## src/hdl/scb_pkg.sv

```systemverilog
// shared types, constants and reset values for the shape confidence blend unit
// no dependencies
package scb_pkg;

  localparam int EXP_TABLE_DEPTH_DEF = 256;

  localparam int CFG_INDEX_W = 8;
  localparam int CFG_DATA_W  = 17;

  localparam logic [16:0] ONE_Q16 = 17'd65536;

  // shared divider: 43 bit dividend covers 2^42, 32 bit divisor covers sigma^2
  localparam int DIV_W     = 43;
  localparam int DIVISOR_W = 32;

  // register indexes
  localparam logic [CFG_INDEX_W-1:0] REG_COLOR_CONF = 8'd0;
  localparam logic [CFG_INDEX_W-1:0] REG_CUTOFF     = 8'd1;
  localparam logic [CFG_INDEX_W-1:0] REG_SIGMA_MIN  = 8'd2;
  localparam logic [CFG_INDEX_W-1:0] REG_SIGMA_MAX  = 8'd3;

  localparam logic [16:0] COLOR_CONF_RST = 17'd0;
  localparam logic [15:0] CUTOFF_RST     = 16'd55706;
  localparam logic [15:0] SIGMA_MIN_RST  = 16'd512;
  localparam logic [15:0] SIGMA_MAX_RST  = 16'd7680;
  // reset sigma is 512, so 2^42 / 512^2 = 2^24
  localparam logic [31:0] INV_SIGMA_SQ_RST = 32'h0100_0000;

  typedef enum logic [2:0] {
    SG_IDLE,
    SG_CHECK,
    SG_DIV_R,
    SG_MUL_R2,
    SG_MUL_S,
    SG_SQUARE,
    SG_INV_START,
    SG_DIV_I
  } sg_state_t;

  typedef struct packed {
    logic                 start;
    logic [DIV_W-1:0]     dividend;
    logic [DIVISOR_W-1:0] divisor;
  } div_req_t;

  typedef struct packed {
    logic             done;
    logic [DIV_W-1:0] quotient;
  } div_rsp_t;

  typedef struct packed {
    logic        busy;
    logic [31:0] inv_sigma_sq;
  } sigma_sts_t;

endpackage

```

## src/hdl/scb_div.sv

```systemverilog
// restoring divider, one quotient bit per cycle
// depends on scb_pkg
module scb_div (
  input  logic              clk,
  input  logic              rst_n,
  input  scb_pkg::div_req_t req,
  output scb_pkg::div_rsp_t rsp
);

  localparam int CntW = $clog2(scb_pkg::DIV_W + 1);

  logic                            busy_r;
  logic                            done_r;
  logic [CntW-1:0]                 cnt_r;
  logic [scb_pkg::DIV_W-1:0]       dvd_r;
  logic [scb_pkg::DIVISOR_W-1:0]   dvs_r;
  logic [scb_pkg::DIVISOR_W-1:0]   rem_r;
  logic [scb_pkg::DIVISOR_W:0]     trial;
  logic                            qbit;

  assign trial = {rem_r, dvd_r[scb_pkg::DIV_W-1]};
  assign qbit  = (trial >= {1'b0, dvs_r});

  always_ff @(posedge clk) begin
    if (!rst_n) begin
      busy_r <= 1'b0;
      done_r <= 1'b0;
      cnt_r  <= '0;
    end else begin
      done_r <= 1'b0;
      if (req.start) begin
        busy_r <= 1'b1;
        cnt_r  <= CntW'(scb_pkg::DIV_W);
      end else if (busy_r) begin
        cnt_r <= cnt_r - 1'b1;
        if (cnt_r == CntW'(1)) begin
          busy_r <= 1'b0;
          done_r <= 1'b1;
        end
      end
    end
  end

  // quotient bits shift in where dividend bits leave
  always_ff @(posedge clk) begin
    if (req.start) begin
      dvd_r <= req.dividend;
      dvs_r <= req.divisor;
      rem_r <= '0;
    end else if (busy_r) begin
      rem_r <= qbit ? scb_pkg::DIVISOR_W'(trial - {1'b0, dvs_r})
                    : trial[scb_pkg::DIVISOR_W-1:0];
      dvd_r <= {dvd_r[scb_pkg::DIV_W-2:0], qbit};
    end
  end

  assign rsp.done     = done_r;
  assign rsp.quotient = dvd_r;

endmodule

```

## src/hdl/scb_sigma.sv

```systemverilog
// configuration registers and the sequencer that derives inv_sigma_sq
// depends on scb_pkg and scb_div
module scb_sigma (
  input  logic                               clk,
  input  logic                               rst_n,
  input  logic                               cfg_valid,
  output logic                               cfg_ready,
  input  logic [scb_pkg::CFG_INDEX_W-1:0]    cfg_index,
  input  logic [scb_pkg::CFG_DATA_W-1:0]     cfg_data,
  output scb_pkg::sigma_sts_t                sts
);

  scb_pkg::sg_state_t state_r, state_nxt;
  scb_pkg::div_req_t  div_req;
  scb_pkg::div_rsp_t  div_rsp;

  logic [16:0] cc_r;
  logic [15:0] cut_r;
  logic [15:0] smin_r;
  logic [15:0] smax_r;
  logic [31:0] inv_r;
  logic [16:0] r16_r;
  logic [16:0] r2_r;
  logic [15:0] s_r;
  logic [31:0] ss_r;

  logic        cfg_wr;
  logic        reg_hit;
  logic        in_range;
  logic [16:0] t_val;
  logic [16:0] den;
  logic [33:0] r16_sq;
  logic [15:0] dl;
  logic [32:0] dl_prod;
  logic [15:0] delta;

  assign cfg_ready = (state_r == scb_pkg::SG_IDLE);
  assign cfg_wr    = cfg_valid && cfg_ready;

  always_comb begin
    unique case (cfg_index)
      scb_pkg::REG_COLOR_CONF,
      scb_pkg::REG_CUTOFF,
      scb_pkg::REG_SIGMA_MIN,
      scb_pkg::REG_SIGMA_MAX: reg_hit = 1'b1;
      default:                reg_hit = 1'b0;
    endcase
  end

  always_ff @(posedge clk) begin
    if (!rst_n) begin
      cc_r   <= scb_pkg::COLOR_CONF_RST;
      cut_r  <= scb_pkg::CUTOFF_RST;
      smin_r <= scb_pkg::SIGMA_MIN_RST;
      smax_r <= scb_pkg::SIGMA_MAX_RST;
    end else if (cfg_wr) begin
      unique case (cfg_index)
        scb_pkg::REG_COLOR_CONF: cc_r   <= cfg_data;
        scb_pkg::REG_CUTOFF:     cut_r  <= cfg_data[15:0];
        scb_pkg::REG_SIGMA_MIN:  smin_r <= cfg_data[15:0];
        scb_pkg::REG_SIGMA_MAX:  smax_r <= cfg_data[15:0];
        default: ;
      endcase
    end
  end

  assign in_range = (cc_r >= {1'b0, cut_r}) && (cc_r <= scb_pkg::ONE_Q16);
  assign t_val    = cc_r - {1'b0, cut_r};
  assign den      = scb_pkg::ONE_Q16 - {1'b0, cut_r};
  assign r16_sq   = 34'(r16_r) * 34'(r16_r);
  assign dl       = (smax_r >= smin_r) ? smax_r - smin_r : smin_r - smax_r;
  assign dl_prod  = 33'(dl) * 33'(r2_r);
  assign delta    = dl_prod[31:16];

  always_ff @(posedge clk) begin
    if (!rst_n) begin
      state_r <= scb_pkg::SG_IDLE;
    end else begin
      state_r <= state_nxt;
    end
  end

  always_comb begin
    state_nxt        = state_r;
    div_req.start    = 1'b0;
    div_req.dividend = {10'b0, t_val, 16'b0};
    div_req.divisor  = {15'b0, den};
    unique case (state_r)
      scb_pkg::SG_IDLE: begin
        if (cfg_wr && reg_hit) state_nxt = scb_pkg::SG_CHECK;
      end
      scb_pkg::SG_CHECK: begin
        if (in_range) begin
          div_req.start = 1'b1;
          state_nxt     = scb_pkg::SG_DIV_R;
        end else begin
          state_nxt = scb_pkg::SG_SQUARE;
        end
      end
      scb_pkg::SG_DIV_R: begin
        if (div_rsp.done) state_nxt = scb_pkg::SG_MUL_R2;
      end
      scb_pkg::SG_MUL_R2: state_nxt = scb_pkg::SG_MUL_S;
      scb_pkg::SG_MUL_S:  state_nxt = scb_pkg::SG_SQUARE;
      scb_pkg::SG_SQUARE: state_nxt = scb_pkg::SG_INV_START;
      scb_pkg::SG_INV_START: begin
        div_req.dividend = {1'b1, 42'b0};
        div_req.divisor  = ss_r;
        if (ss_r == '0) begin
          state_nxt = scb_pkg::SG_IDLE;
        end else begin
          div_req.start = 1'b1;
          state_nxt     = scb_pkg::SG_DIV_I;
        end
      end
      scb_pkg::SG_DIV_I: begin
        if (div_rsp.done) state_nxt = scb_pkg::SG_IDLE;
      end
      default: state_nxt = scb_pkg::SG_IDLE;
    endcase
  end

  always_ff @(posedge clk) begin
    if (!rst_n) begin
      inv_r <= scb_pkg::INV_SIGMA_SQ_RST;
    end else begin
      unique case (state_r)
        scb_pkg::SG_CHECK: begin
          if (!in_range) s_r <= smin_r;
        end
        scb_pkg::SG_DIV_R: begin
          if (div_rsp.done) r16_r <= div_rsp.quotient[16:0];
        end
        scb_pkg::SG_MUL_R2: r2_r <= r16_sq[32:16];
        scb_pkg::SG_MUL_S: begin
          // sigma moves from the minimum toward the maximum, either direction
          s_r <= (smax_r >= smin_r) ? smin_r + delta : smin_r - delta;
        end
        scb_pkg::SG_SQUARE: ss_r <= 32'(s_r) * 32'(s_r);
        scb_pkg::SG_INV_START: begin
          if (ss_r == '0) inv_r <= '1;
        end
        scb_pkg::SG_DIV_I: begin
          if (div_rsp.done) begin
            inv_r <= (|div_rsp.quotient[42:32]) ? '1 : div_rsp.quotient[31:0];
          end
        end
        default: ;
      endcase
    end
  end

  scb_div u_div (
    .clk   (clk),
    .rst_n (rst_n),
    .req   (div_req),
    .rsp   (div_rsp)
  );

  assign sts.busy         = (state_r != scb_pkg::SG_IDLE);
  assign sts.inv_sigma_sq = inv_r;

endmodule

```

## config.mk

```make
export PLATFORM = sky130hd
export DESIGN_NAME = scb_sigma
export DESIGN_NICKNAME = d
export VERILOG_FILES = /design/src/hdl/scb_pkg.sv /design/src/hdl/scb_div.sv /design/src/hdl/scb_sigma.sv
export SDC_FILE = /design/constraint.sdc
export NUM_CORES = 2
export LEC_CHECK = 0
export BUFFER_PORTS_ARGS = -buffer_cell sky130_fd_sc_hd__buf_4
export CAP_MARGIN = 10
export CORE_MARGIN = 2
export CORE_UTILIZATION = 70
export DETAILED_ROUTE_END_ITERATION = 8
export GPL_TIMING_DRIVEN = 0
export MAX_ROUTING_LAYER = met4
export PLACE_DENSITY = 0.91
export SLEW_MARGIN = 25
export SYNTH_ARGS = -nofsm -noshare
export SYNTH_HDL_FRONTEND = slang
export SYNTH_HIERARCHICAL = 1
export SYNTH_SLANG_ARGS = --single-unit
```

## constraint.sdc

```tcl
create_clock -name clk -period 30.7 [get_ports clk]
set_clock_uncertainty 0.15 [all_clocks]
set_input_delay 9.21 -clock clk [delete_from_list [all_inputs] [get_ports clk]]
set_output_delay 9.21 -clock clk [all_outputs]
set_load 0.02 [all_outputs]
```

==> summary.md <==
| Metric | Value |
|---|---|
| Worst slew margin | `0.213` |
| Hold_buf cts | `0` |
| Number of global-route vias before repair | `34200` |
| Async SR Flop Fraction | `0` |
| Hold path start | `cc_r[8]` |
| H-tree Lvls | `1` |
| Combinational Power Share | `0.626` |
| Total negative slack | `0 ns` |
| DRT Wirelength | `104 mm` |
| Post-CTS setup buffer count | `0` |
| Mapped Cells | `4403` |
| CP Capture Type | `flop` |
| Die X | `244 um` |
| Worst-path clk slew | `0.06 ns` |
| Total power | `2.48 mW` |
| Slowest stage cell, crit path | `xnor2_1` |
| PwrDens | `57.6 nW/um2` |
| Internal power | `1.37 mW` |
| Core box area | `56600 um2` |
| DRC viols | `0` |
| Met2 usage | `0.606` |
| Input/output buffers | `60` |
| Syn_area_per_cell | `9.14 um2` |
| Max Freq | `66.7 MHz` |
| P&R area growth vs syn | `6.89%` |
| Initial Util | `0.711` |
| Total GRT Usage | `0.368` |
| Max Cap Viol | `0` |
| HPWL Detailed | `82.0 mm` |
| TritonCTS clock tree | `built` |
| Area leader, netlist | `fa_1` |
| WS Path Type | `reg2reg` |
| Buffer and inverter count on the worst path | `10` |
| R2r startpoint | `smin_r[13]` |
| Final ANT Viol Nets | `0` |
| CP dominant cell by count | `fa_1` |
| Root Buffer | `clkbuf_16` |
| Worst-margin pin slew | `1.17 ns` |
| Die ar. | `59400 um2` |
| Grt total ovfl | `0` |
| Layout cells sized above 1 | `0.0573` |
| Top FF cell, synth | `edfxtp_1` |
| Synth top area share | `0.281` |
| Met3 Resource Use GR | `0.0670` |
| First-pass GRT wire length | `170 mm` |
| Yosys reg bits | `296` |
| Placer congestion estimate | `0.985` |
| Drt wl/cell | `19.6 um` |
| Slew Viols, Final | `0` |
| Worst vdd ir | `330 uV` |
| Top post-synthesis cells by count | `inv_1 (882), fa_1 (565), nand2_1 (525), ha_1 (403), and2_1 (213)` |
| WP data required | `30.88 ns` |
| Hold Path Class | `reg2reg` |
| Largest net degree at the start of global routing | `36` |
| Detailed Route Iter0 Violations | `2842` |
| # clock sinks | `296` |
| Synthesized area | `40200 um2` |
| Routed via count | `32300` |
| Clock share of power | `0.167` |
| CTS resizes | `0` |
| Unique masters post-synth | `90` |
| Vias/cell | `6.07` |
| GR peak layer | `met2` |
| Switch share | `0.447` |
| Top-count cell post-synth | `inv_1` |
| Num rows | `87` |
| Worst-Skew Late Latency | `0.61 ns` |
| Crit path DAT | `15.17 ns` |
| Crit path largest cell delay | `0.70 ns` |
| Ranking of synthesized cells by area | `fa_1 (28%), ha_1 (13%), edfxtp_1 (12%)` |
| DRT Pass-1 Iters | `6` |
| Part of the cycle the worst path needs | `0.488` |
| M1 GR Usage | `0.431` |
| Beginning of the critical path | `smin_r[13]` |
| Final-report hold violation count | `0` |
| Top Ports | `62` |
| P_sw | `1.11 mW` |
| Die Ht | `244 um` |
| Syn. warnings | `6` |
| Final setup viols | `0` |
| RSZ-0062 raised after global routing | `no` |
| Startpoint types | `flop` |
| Sequential cell area fraction in the yosys report | `0.186` |
| Clock Path Buffers | `3` |
| Initial antenna violation count | `12` |
| Total CTS buffers | `31` |
| Crit path max-delay family | `adder cells` |
| EDFF count, synth | `156` |
| Critical path peak fanout | `10` |
| Static Leak | `20.9 nW` |
| Fin crit period | `14.99 ns` |
| Outcome | `completed` |
| Post-layout net count | `5526` |
| Sequential power share | `0.206` |
[power by group through the flow]
stage	Clock (mW)	Combinational, mW	Sequential (mW)
6_report	0.414	1.55	0.511
3_5_place_dp	0	1.51	0.518
3_3_place_gp	0	1.45	0.518
5_1_grt	0.429	1.71	0.512
2_1_floorplan	0	1.10	0.513
4_1_cts	0.416	1.53	0.510
[final cells by class]
cell class	count	area (um2)
tap	756	946
sequential	296	7490
multi-input combinational	3087	28900
buffer	162	642
clock inverter	22	288
antenna	13	32.5
fill	3645	13600
timing repair buffer	70	518
inverter	882	3310
clock buffer	36	836
[state kept, by name (all words and copies together) (netlist names), 3 cells and up]
register	count
cut_r	16
smax_r	16
inv_r	32
r16_r	17
u_div/dvs_r	32
state_r	3
ss_r	31
cc_r	17
u_div/cnt_r	6
r2_r	17
smin_r	16
u_div/dvd_r	43
u_div/rem_r	32
s_r	16
[cells by family after synthesis]
| family | after synthesis | share of synthesized area |
|---|---|---|
| AOI/OAI and AO/OA | 631 | 0.108 |
| xor gates and xnor gates | 165 | 0.0363 |
| adders and majority gates | 968 | 0.407 |
| buffers and inverters | 1044 | 0.0983 |
| DFF | 296 | 0.186 |
| muxes | 61 | 0.0166 |
| other | 1 | 0.0000932 |
| and+or+nand+nor | 1237 | 0.148 |
[placed cells by master (no fill, tap or decap), types with 21 or more instances in the layout]
master / n
inv_1: 881
xor2_1: 60
xnor2_1: 99
and3_1: 26
conb_1: 25
dfxtp_1: 140
nand2b_1: 32
a211oi_1: 48
nor2b_1: 54
and2_1: 213
fa_1: 565
clkbuf_1: 141
nor3_1: 47
nand2_1: 525
a21o_1: 58
o221a_2: 32
a21oi_1: 160
ha_1: 403
o21ai_0: 102
nand4_1: 23
clkbuf_16: 32
mux2_2: 45
edfxtp_1: 156
nor4_1: 21
a21boi_0: 58
buf_2: 22
nand3_1: 35
buf_4: 63
nor2_1: 187
[per-layer routing]
metal	part of all wire	vias to the layer above	wire length, um
li1	-	14400	-
met4	0.065	0	6780
met2	0.49	1764	50700
met1	0.36	15600	37300
met5	0	-	0
met3	0.090	515	9340
[stage by stage]
step           worst slack, ns  hold slack (ns)  utilization  instances  area, um2
5_1_grt                  14.93            0.359        0.760       5323      43000
6_report                 15.71            0.339        0.760       5324      43000
4_1_cts                  16.05            0.339        0.759       5311      43000
3_5_place_dp             16.12            0.313        0.739       5253      41800
3_3_place_gp             16.05            0.303        0.737       5243      41700
2_1_floorplan            18.19            0.291            -       4427      40300
[worst reg2reg max path, delay by kind of cell (launching register included)]
| family | cells | cell delay, ns |
|---|---|---|
| AOI/OAI and AO/OA | 11 | 2.69 |
| xor gates and xnor gates | 5 | 1.93 |
| adders and majority gates | 10 | 4.14 |
| buffers and inverters | 10 | 2.28 |
| DFF | 1 | 0.50 |
| muxes | 1 | 0.20 |
| and+or+nand+nor | 11 | 2.81 |
[path summary, 6_finish.rpt]
check	to	slack [ns]	cells past startpoint
worst max-delay path	s_r[15]	15.71	48
worst min-delay path	cc_r[8]	0.34	2
worst min register to register	cc_r[8]	0.34	2
worst max register to register	s_r[15]	15.71	48
No activity file was read; power rests on OpenSTA's default activity.
